==> src/sv/cbd_pkg.sv <==
// ----------------------------------------------------------------------------
// cbd_pkg
// shared constants, types and helpers of the circular buffer deque
// ----------------------------------------------------------------------------
package cbd_pkg;

	localparam int DEPTH      = 8;
	localparam int DATA_WIDTH = 32;
	localparam int IDX_W      = (DEPTH > 1) ? $clog2(DEPTH) : 1;
	localparam int CAP_W      = 4;
	localparam int CNT_W      = 4;
	localparam int SUM_W      = CNT_W + 1;
	localparam int CAP_RESET  = 8;

	localparam int IN_W  = ((DATA_WIDTH + 7) / 8) * 8;
	localparam int OUT_BITS = 2 + 2 * DATA_WIDTH + CNT_W + 2;
	localparam int OUT_W = ((OUT_BITS + 7) / 8) * 8;

	typedef logic [DATA_WIDTH-1:0] data_t;
	typedef logic [IDX_W-1:0]      idx_t;
	typedef logic [CNT_W-1:0]      cnt_t;

	typedef enum logic [1:0] {
		OP_PUSH_FRONT = 2'd0,
		OP_PUSH_REAR  = 2'd1,
		OP_POP_FRONT  = 2'd2,
		OP_POP_REAR   = 2'd3
	} op_t;

	typedef enum logic [1:0] {
		ST_DONE  = 2'd0,
		ST_FULL  = 2'd1,
		ST_EMPTY = 2'd2
	} status_t;

	typedef enum logic [1:0] {
		S_IDLE = 2'd0,
		S_EXEC = 2'd1,
		S_READ = 2'd2
	} state_t;

	typedef struct packed {
		logic load;
		logic exec;
		logic read;
	} cmd_t;

	// saturate a capacity register value into 1..DEPTH
	function automatic cnt_t eff_cap(input logic [CAP_W-1:0] c);
		cnt_t r;
		if (c == '0) begin
			r = cnt_t'(1);
		end else if (int'(c) > DEPTH) begin
			r = cnt_t'(DEPTH);
		end else begin
			r = cnt_t'(c);
		end
		return r;
	endfunction

	// wrap a sum that stays below twice the capacity
	function automatic idx_t wrap_idx(input logic [SUM_W-1:0] v, input cnt_t cap);
		logic [SUM_W-1:0] r;
		if (v >= {1'b0, cap}) begin
			r = v - {1'b0, cap};
		end else begin
			r = v;
		end
		return r[IDX_W-1:0];
	endfunction

endpackage

==> src/sv/cbd_ctrl.sv <==
// ----------------------------------------------------------------------------
// cbd_ctrl
// sequencer of the deque: accept, execute, read back and output handshake
// ----------------------------------------------------------------------------
module cbd_ctrl (
	input  logic          clk,
	input  logic          arst_n,
	input  logic          s_tvalid,
	output logic          s_tready,
	output logic          m_tvalid,
	input  logic          m_tready,
	output cbd_pkg::cmd_t cmd
);

	cbd_pkg::state_t state_q, state_d;
	logic out_valid_q;
	logic slot_free;
	logic accept;

	assign slot_free = !out_valid_q || m_tready;
	assign m_tvalid  = out_valid_q;

	always_comb begin
		s_tready = 1'b0;
		cmd      = '0;
		unique case (state_q)
			cbd_pkg::S_IDLE: begin
				s_tready = 1'b1;
			end
			cbd_pkg::S_EXEC: begin
				cmd.exec = 1'b1;
			end
			cbd_pkg::S_READ: begin
				s_tready = slot_free;
				cmd.read = slot_free;
			end
			default: begin
				s_tready = 1'b0;
			end
		endcase
		cmd.load = s_tready && s_tvalid;
	end

	assign accept = s_tready && s_tvalid;

	always_comb begin
		state_d = state_q;
		unique case (state_q)
			cbd_pkg::S_IDLE: begin
				if (accept) state_d = cbd_pkg::S_EXEC;
			end
			cbd_pkg::S_EXEC: begin
				state_d = cbd_pkg::S_READ;
			end
			cbd_pkg::S_READ: begin
				if (accept) begin
					state_d = cbd_pkg::S_EXEC;
				end else if (slot_free) begin
					state_d = cbd_pkg::S_IDLE;
				end
			end
			default: begin
				state_d = cbd_pkg::S_IDLE;
			end
		endcase
	end

	always_ff @(posedge clk or negedge arst_n) begin
		if (!arst_n) begin
			state_q     <= cbd_pkg::S_IDLE;
			out_valid_q <= 1'b0;
		end else begin
			state_q <= state_d;
			if (cmd.read) begin
				out_valid_q <= 1'b1;
			end else if (m_tready) begin
				out_valid_q <= 1'b0;
			end
		end
	end

endmodule

==> src/sv/cbd_datapath.sv <==
// ----------------------------------------------------------------------------
// cbd_datapath
// ring store, head and count registers, capacity and result registers
// ----------------------------------------------------------------------------
module cbd_datapath (
	input  logic                         clk,
	input  logic                         arst_n,
	input  logic                         cfg_we,
	input  logic [cbd_pkg::CAP_W-1:0]    cfg_data,
	input  cbd_pkg::cmd_t                cmd,
	input  logic [1:0]                   in_op,
	input  cbd_pkg::data_t               in_value,
	output logic [1:0]                   status,
	output cbd_pkg::data_t               front_value,
	output cbd_pkg::data_t               rear_value,
	output cbd_pkg::cnt_t                entry_count,
	output logic                         is_full,
	output logic                         is_empty
);

	cbd_pkg::data_t mem [cbd_pkg::DEPTH];

	cbd_pkg::op_t     op_q;
	cbd_pkg::data_t   val_q;
	cbd_pkg::idx_t    head_q;
	cbd_pkg::cnt_t    count_q;
	cbd_pkg::cnt_t    cap_q;
	cbd_pkg::status_t status_q;

	logic [1:0]     o_status_q;
	cbd_pkg::data_t o_front_q;
	cbd_pkg::data_t o_rear_q;
	cbd_pkg::cnt_t  o_count_q;
	logic           o_full_q;
	logic           o_empty_q;

	cbd_pkg::idx_t    head_d;
	cbd_pkg::cnt_t    count_d;
	cbd_pkg::status_t status_d;
	cbd_pkg::idx_t    wr_pos;
	logic             wr_en;
	logic             full;
	logic             empty;
	cbd_pkg::cnt_t    count_m1;
	cbd_pkg::idx_t    rear_idx;

	assign full  = (count_q >= cap_q);
	assign empty = (count_q == '0);

	always_comb begin
		head_d   = head_q;
		count_d  = count_q;
		status_d = cbd_pkg::ST_DONE;
		wr_pos   = cbd_pkg::wrap_idx({1'b0, cbd_pkg::cnt_t'(head_q)} + {1'b0, count_q},
			cap_q);
		wr_en    = 1'b0;
		unique case (op_q)
			cbd_pkg::OP_PUSH_FRONT: begin
				if (full) begin
					status_d = cbd_pkg::ST_FULL;
				end else begin
					head_d  = (head_q == '0) ? cbd_pkg::idx_t'(cap_q - 1'b1)
						: head_q - 1'b1;
					wr_pos  = head_d;
					wr_en   = 1'b1;
					count_d = count_q + 1'b1;
				end
			end
			cbd_pkg::OP_PUSH_REAR: begin
				if (full) begin
					status_d = cbd_pkg::ST_FULL;
				end else begin
					wr_en   = 1'b1;
					count_d = count_q + 1'b1;
				end
			end
			cbd_pkg::OP_POP_FRONT: begin
				if (empty) begin
					status_d = cbd_pkg::ST_EMPTY;
				end else begin
					head_d  = cbd_pkg::wrap_idx({1'b0, cbd_pkg::cnt_t'(head_q)} + 1'b1,
						cap_q);
					count_d = count_q - 1'b1;
				end
			end
			cbd_pkg::OP_POP_REAR: begin
				if (empty) begin
					status_d = cbd_pkg::ST_EMPTY;
				end else begin
					count_d = count_q - 1'b1;
				end
			end
			default: begin
				status_d = cbd_pkg::ST_DONE;
			end
		endcase
	end

	// read back addresses from the updated head and count
	assign count_m1 = empty ? '0 : count_q - 1'b1;
	assign rear_idx = cbd_pkg::wrap_idx({1'b0, cbd_pkg::cnt_t'(head_q)} + {1'b0, count_m1},
		cap_q);

	always_ff @(posedge clk or negedge arst_n) begin
		if (!arst_n) begin
			head_q  <= '0;
			count_q <= '0;
			cap_q   <= cbd_pkg::eff_cap(cbd_pkg::CAP_W'(cbd_pkg::CAP_RESET));
		end else if (cfg_we) begin
			head_q  <= '0;
			count_q <= '0;
			cap_q   <= cbd_pkg::eff_cap(cfg_data);
		end else if (cmd.exec) begin
			head_q  <= head_d;
			count_q <= count_d;
		end
	end

	always_ff @(posedge clk) begin
		if (cmd.load) begin
			op_q  <= cbd_pkg::op_t'(in_op);
			val_q <= in_value;
		end
		if (cmd.exec) begin
			status_q <= status_d;
			if (wr_en) mem[wr_pos] <= val_q;
		end
		if (cmd.read) begin
			o_status_q <= status_q;
			o_front_q  <= mem[head_q];
			o_rear_q   <= mem[rear_idx];
			o_count_q  <= count_q;
			o_full_q   <= (count_q == cap_q);
			o_empty_q  <= empty;
		end
	end

	assign status      = o_status_q;
	assign front_value = o_empty_q ? '1 : o_front_q;
	assign rear_value  = o_empty_q ? '1 : o_rear_q;
	assign entry_count = o_count_q;
	assign is_full     = o_full_q;
	assign is_empty    = o_empty_q;

endmodule

==> src/sv/circular_buffer_deque_unit.sv <==
// ----------------------------------------------------------------------------
// circular_buffer_deque_unit
// double-ended queue in a ring of signed entries with a settable capacity
// ----------------------------------------------------------------------------
//  channel   direction  handshake          payload
//  s_*       in         tvalid / tready    tuser: op, tdata: push_value
//  m_*       out        tvalid / tready    tdata: result of one operation
//  cfg_*     in         cfg_we             cfg_data: capacity_in_use
//
//  an item passes the execute state, which updates head and count and
//  writes the ring, then the read state, which loads front and rear from
//  the ring port into the output register. an item is taken in the read
//  state when the output register is free or being drained; a stalled
//  output holds the sequencer in the read state. reset empties the queue
//  and sets the capacity to the built depth; ring contents need no clearing.
// ----------------------------------------------------------------------------
module circular_buffer_deque_unit (
	input  logic                          clk,
	input  logic                          arst_n,
	input  logic                          cfg_we,
	input  logic [cbd_pkg::CAP_W-1:0]     cfg_data,
	input  logic                          s_tvalid,
	output logic                          s_tready,
	input  logic [cbd_pkg::IN_W-1:0]      s_tdata,  // push_value
	input  logic [1:0]                    s_tuser,  // op
	output logic                          m_tvalid,
	input  logic                          m_tready,
	// status, front_value, rear_value, entry_count, is_full, is_empty
	output logic [cbd_pkg::OUT_W-1:0]     m_tdata
);

	cbd_pkg::cmd_t  cmd;
	logic [1:0]     status;
	cbd_pkg::data_t front_value;
	cbd_pkg::data_t rear_value;
	cbd_pkg::cnt_t  entry_count;
	logic           is_full;
	logic           is_empty;

	cbd_ctrl u_ctrl (
		.clk      (clk),
		.arst_n   (arst_n),
		.s_tvalid (s_tvalid),
		.s_tready (s_tready),
		.m_tvalid (m_tvalid),
		.m_tready (m_tready),
		.cmd      (cmd)
	);

	cbd_datapath u_datapath (
		.clk         (clk),
		.arst_n      (arst_n),
		.cfg_we      (cfg_we),
		.cfg_data    (cfg_data),
		.cmd         (cmd),
		.in_op       (s_tuser),
		.in_value    (s_tdata[cbd_pkg::DATA_WIDTH-1:0]),
		.status      (status),
		.front_value (front_value),
		.rear_value  (rear_value),
		.entry_count (entry_count),
		.is_full     (is_full),
		.is_empty    (is_empty)
	);

	assign m_tdata = cbd_pkg::OUT_W'({is_empty, is_full, entry_count, rear_value,
		front_value, status});

endmodule
==> config.mk <==
export PLATFORM = sky130hd
export DESIGN_NAME = circular_buffer_deque_unit
export DESIGN_NICKNAME = d
export VERILOG_FILES = /design/src/sv/cbd_pkg.sv /design/src/sv/cbd_ctrl.sv /design/src/sv/cbd_datapath.sv /design/src/sv/circular_buffer_deque_unit.sv
export SDC_FILE = /design/constraint.sdc
export NUM_CORES = 1
export LEC_CHECK = 0
export BUFFER_PORTS_ARGS = -buffer_cell sky130_fd_sc_hd__buf_2
export CELL_PAD_IN_SITES_DETAIL_PLACEMENT = 1
export CELL_PAD_IN_SITES_GLOBAL_PLACEMENT = 1
export CORE_MARGIN = 3
export CORE_UTILIZATION = 52
export DETAILED_ROUTE_END_ITERATION = 16
export GPL_TIMING_DRIVEN = 0
export PLACE_DENSITY_LB_ADDON = 0.1
export SLEW_MARGIN = 20
export SYNTH_ARGS = -nofsm -noshare
export SYNTH_HDL_FRONTEND = slang
export SYNTH_SLANG_ARGS = --single-unit
export TNS_END_PERCENT = 30
==> constraint.sdc <==
create_clock -name clk -period 5.51 [get_ports clk]
set_clock_uncertainty 0.05 [all_clocks]
set_input_delay 1.653 -clock clk [delete_from_list [all_inputs] [get_ports clk]]
set_output_delay 1.653 -clock clk [all_outputs]
set_load 0.1 [all_outputs]
==> results.txt <==
* Outcome: completed
* Wire length of the first global-routing pass: around 66 mm
* Number of I/O pins: ~120
* Static leakage power: between 7 and 8 nW
* Largest net degree at the start of global routing: 35
- Synthesis instantiated 40 different standard cells from the library.
* Count of buffers added by post-CTS timing repair for setup: 0
* Average routed wire per standard cell: around 27 um
* Type of the worst setup path: reg2reg
- Number of nets with antenna violations after detailed routing: 0
* Most common cell on crit path: ha_1
* Power per standard cell area: approximately 470 nW/um2
- Final total negative setup slack: 0 ns
- The worst register-to-register path ends at u_datapath.o_rear_q[22].
- By count the netlist is led by 364 x edfxtp_1, 198 x mux2i_1, 70 x mux2_2.
- STA classifies the critical path startpoint as a flop.
* Layout-stage area growth over the synthesis result: 16.4%
* Ys flop type: edfxtp_1
- Max IR drop VDD: 0.000254 V
- Summing all flip-flop and latch instances after layout gives approximately 11000 um2.
- Tot GR Track Use: 0.251
- Clk slew on worst S/H paths: about 0.06 ns
- DRC marker count from the first detailed-route iteration: between 800 and 900
- Critical path cell sequence: inv_1 > ha_1 > inv_1 > nor3_1 > nor2_1 > ha_1 > fa_1 > xor2_1 > ha_1 > a2111oi_4 > o22ai_2 > o21ai_1 > clkbuf_2 > mux2_2
- Dividing the final minimum period by the clock period gives 0.925.
* Count of input and output buffers: around 120
- Reported max-cap violation count: 0
- Setup violators final: 0
- The number of nets in the synthesized netlist is approximately 1100.
- Count leader, synth: edfxtp_1
- After detailed routing, the number of vias per cell comes to 5.88.
* Wirelength, routed: 44.4 mm
* CP Max Fanout: 10
- The largest total area in the synthesized netlist belongs to edfxtp_1.
- Total congestion overflow after global routing: 0
* Worst min-delay path endpoint: u_datapath.status[1]
- Vias: around 9700
- Fraction of final layout cells sized beyond drive strength 1: 0.352
- Share of flip-flops with an asynchronous set or reset after synthesis: 0.0370
- FF-to-FF path depth: 14
* Insertion delay to the later sink of the worst-skew pair: between 0.5 and 0.6 ns
- Counting instances, the worst hold path has a depth of 0.
- The finished layout holds about 1700 standard cells, fillers aside.
* Detail Placement HPWL: a little under 30 mm
- Cell with the largest stage delay on the worst path: o21ai_1
- The smallest clock period supported by the final layout is computed as 5.10 ns.
* Worst setup EP type: flop
- Worst hold path class: reg2reg
* Mean instance size in the synthesized netlist: approximately 17 um2
* Setup slack of the most critical reg-to-reg path: around 0.41 ns
- The synthesized design contains 364 enable-type register cells.
* CTS Buf Count: 40
* Worst EP arrival: 5.31 ns
* Max clock buf depth: 3
- The cell sitting at the root of the clock tree is a clkbuf_16.
- Area share of the leading cell type in the synthesized netlist: 0.626
- Hold Violations, Final: 0
- The die is 189 um wide.
* DRC violations left: 0
* Critical path's largest stage delay: roughly 0.62 ns
- The floorplan step defined a core boundary enclosing between 30000 and 40000 um2.
- Setup repair after global routing left no endpoint under its margin.
- Die height: approximately 190 um
* Register bit count reported by yosys: between 300 and 400
- Headroom to the max-slew limit came out at 0.307.
* N_diodes: 0
- For the worst setup path, the data required time is roughly 5.7 ns.
- Including well taps, the total number of placed cells is between 1500 and 2000.
- For this run, the register share of the synthesized area comes to 0.646.
* Startpoint of the worst-slack reg-to-reg timing path: u_datapath.count_q[0]
- The layout has slightly below 3000 filler cells.
- Router iterations before antenna repair: 5
* CTS HTree Levels: 2
* Top cells by area in the synthesized netlist: edfxtp_1 63%, mux2i_1 11%, mux4_2 8.2%, mux2_2 4.5%, or2_2 2.3%
* Gate Count Post-Synth: between 1000 and 1500
- Yosys printed 0 warnings.
* Number of standard-cell rows in the floorplan: 66
* Final Net Count: roughly 1300
* Post-synthesis instance area: ~17000 um2
* Minimum hold slack: around 0.37 ns
- The congestion estimate from routability-driven global placement came to 0.743.
- Effective utilization at floorplan: 0.532
* Initial antenna violation count: 1
- The final number of max-transition violations came to 0.
- Transition time at the pin with the least slew margin: approximately 1.0 ns
- Number of global-route vias before repair: 10800
* Placed cell areas: 19100 um2
- With fillers left out, the area of the finished cells amounts to ~20000 um2.
* Total area of multi-input combinational cells: roughly 6000 um2
- Start point of the worst hold path: u_datapath.status_q[1]
- Die Area: about 36000 um2
* Clock tree sinks: between 300 and 400
* Top achievable clock speed: 196 MHz
- Clock tree from TritonCTS: yes
==> layout make-up <==
cell class,count,area share
Sequential cell,378,0.555
Clock inverter,19,0.00467
Multi-Input combinational cell,552,0.288
Timing Repair Buffer,134,0.0518
Inverter,16,0.00295
Buffer,57,0.0170
Clock buffer,54,0.0539
Tap cell,442,0.0272
==> metal layers <==
layer,part of all wire,vias up,track usage
li1,-,4263,-
met1,0.41,5143,0.325
met2,0.52,252,0.454
met3,0.044,58,0.0344
met4,0.018,0,0.0569
met5,0,-,0
==> power breakdown <==
| part | switching, mW | internal [mW] |
|---|---|---|
| clock | 1.07 | 1.40 |
| combinational | 2.09 | 1.39 |
| sequential | 0.0907 | 3.43 |
| total | 3.25 | 6.22 |
==> cell families (layout without fill, tap and decap cells) <==
kind of cell    Yosys count  after routing  share of synthesized area
flops                   378            378                      0.646
mux                     333            333                      0.242
simple gates            135            135                     0.0427
buf+inv                  73            280                     0.0230
compound gates           39             39                     0.0151
fa+ha+maj                32             32                     0.0251
xor+xnor                 13             13                    0.00652
==> worst max-delay path: cells and delay by family, from the launching register on <==
family	cells	cell delay, ns
muxes	1	0.41
DFF	1	0.50
and+or+nand+nor	2	0.55
buffers and inverters	3	0.74
adders and majority gates	4	1.18
AOI/OAI and AO/OA	3	1.19
xor gates and xnor gates	1	0.20
==> cell usage in the layout (no fill, tap or decap), types with 5 or more instances in the layout <==
master,instances
a21o_1,6
a21oi_1,14
and2_1,5
buf_16,15
buf_2,125
buf_6,14
clkbuf_1,36
clkbuf_16,42
clkinv_1,13
dfrtp_1,13
edfxtp_1,364
fa_1,5
ha_1,27
inv_1,16
mux2_2,70
mux2i_1,198
mux4_2,64
nand2_1,10
nand2b_1,8
nor2_1,21
nor2_4,9
nor2b_1,5
o21ai_0,7
or2_2,65
xnor2_1,6
xor2_1,7
==> state kept, by name (all words and copies together) (netlist names) <==
register,flops
u_datapath.is_empty,1
u_datapath.mem,256
u_datapath.op_q,2
u_ctrl.m_tvalid,1
u_datapath.status_q,2
u_datapath.is_full,1
u_datapath.cap_q,4
u_datapath.count_q,4
u_datapath.head_q,3
u_datapath.status,2
u_datapath.entry_count,4
u_datapath.o_rear_q,32
u_datapath.o_front_q,32
u_datapath.val_q,32
u_ctrl.state_q,2
==> stage by stage <==
stage / setup WS [ns] / utilization / power (mW)
2_1_floorplan: 0.237 / - / 6.14
3_3_place_gp: -1.86 / 0.566 / 6.94
3_5_place_dp: 0.185 / 0.583 / 7.05
4_1_cts: 0.146 / 0.619 / 9.55
5_1_grt: 0.116 / 0.619 / 9.87
6_report: 0.413 / 0.619 / 9.47
==> worst max-delay path by stage <==
stage	cells after the start	startpoint	slack, ns	end
floorplan	2	m_tready	0.24	u_datapath.entry_count[0]
global placement	3	m_tready	-1.86	u_datapath.o_front_q[18]
detailed placement	14	u_datapath.count_q[0]	0.18	u_datapath.o_rear_q[22]
CTS	14	u_datapath.count_q[0]	0.15	u_datapath.o_rear_q[22]
global route	15	u_datapath.count_q[0]	0.12	u_datapath.o_rear_q[22]
finish	14	u_datapath.count_q[0]	0.41	u_datapath.o_rear_q[22]
==> repair_timing <==
action                     4_1_cts  5_1_grt
resized for setup                0        7
setup endpoints to repair        0       30
hold buffers                     0        0
Power figures use the tool's default switching activity.
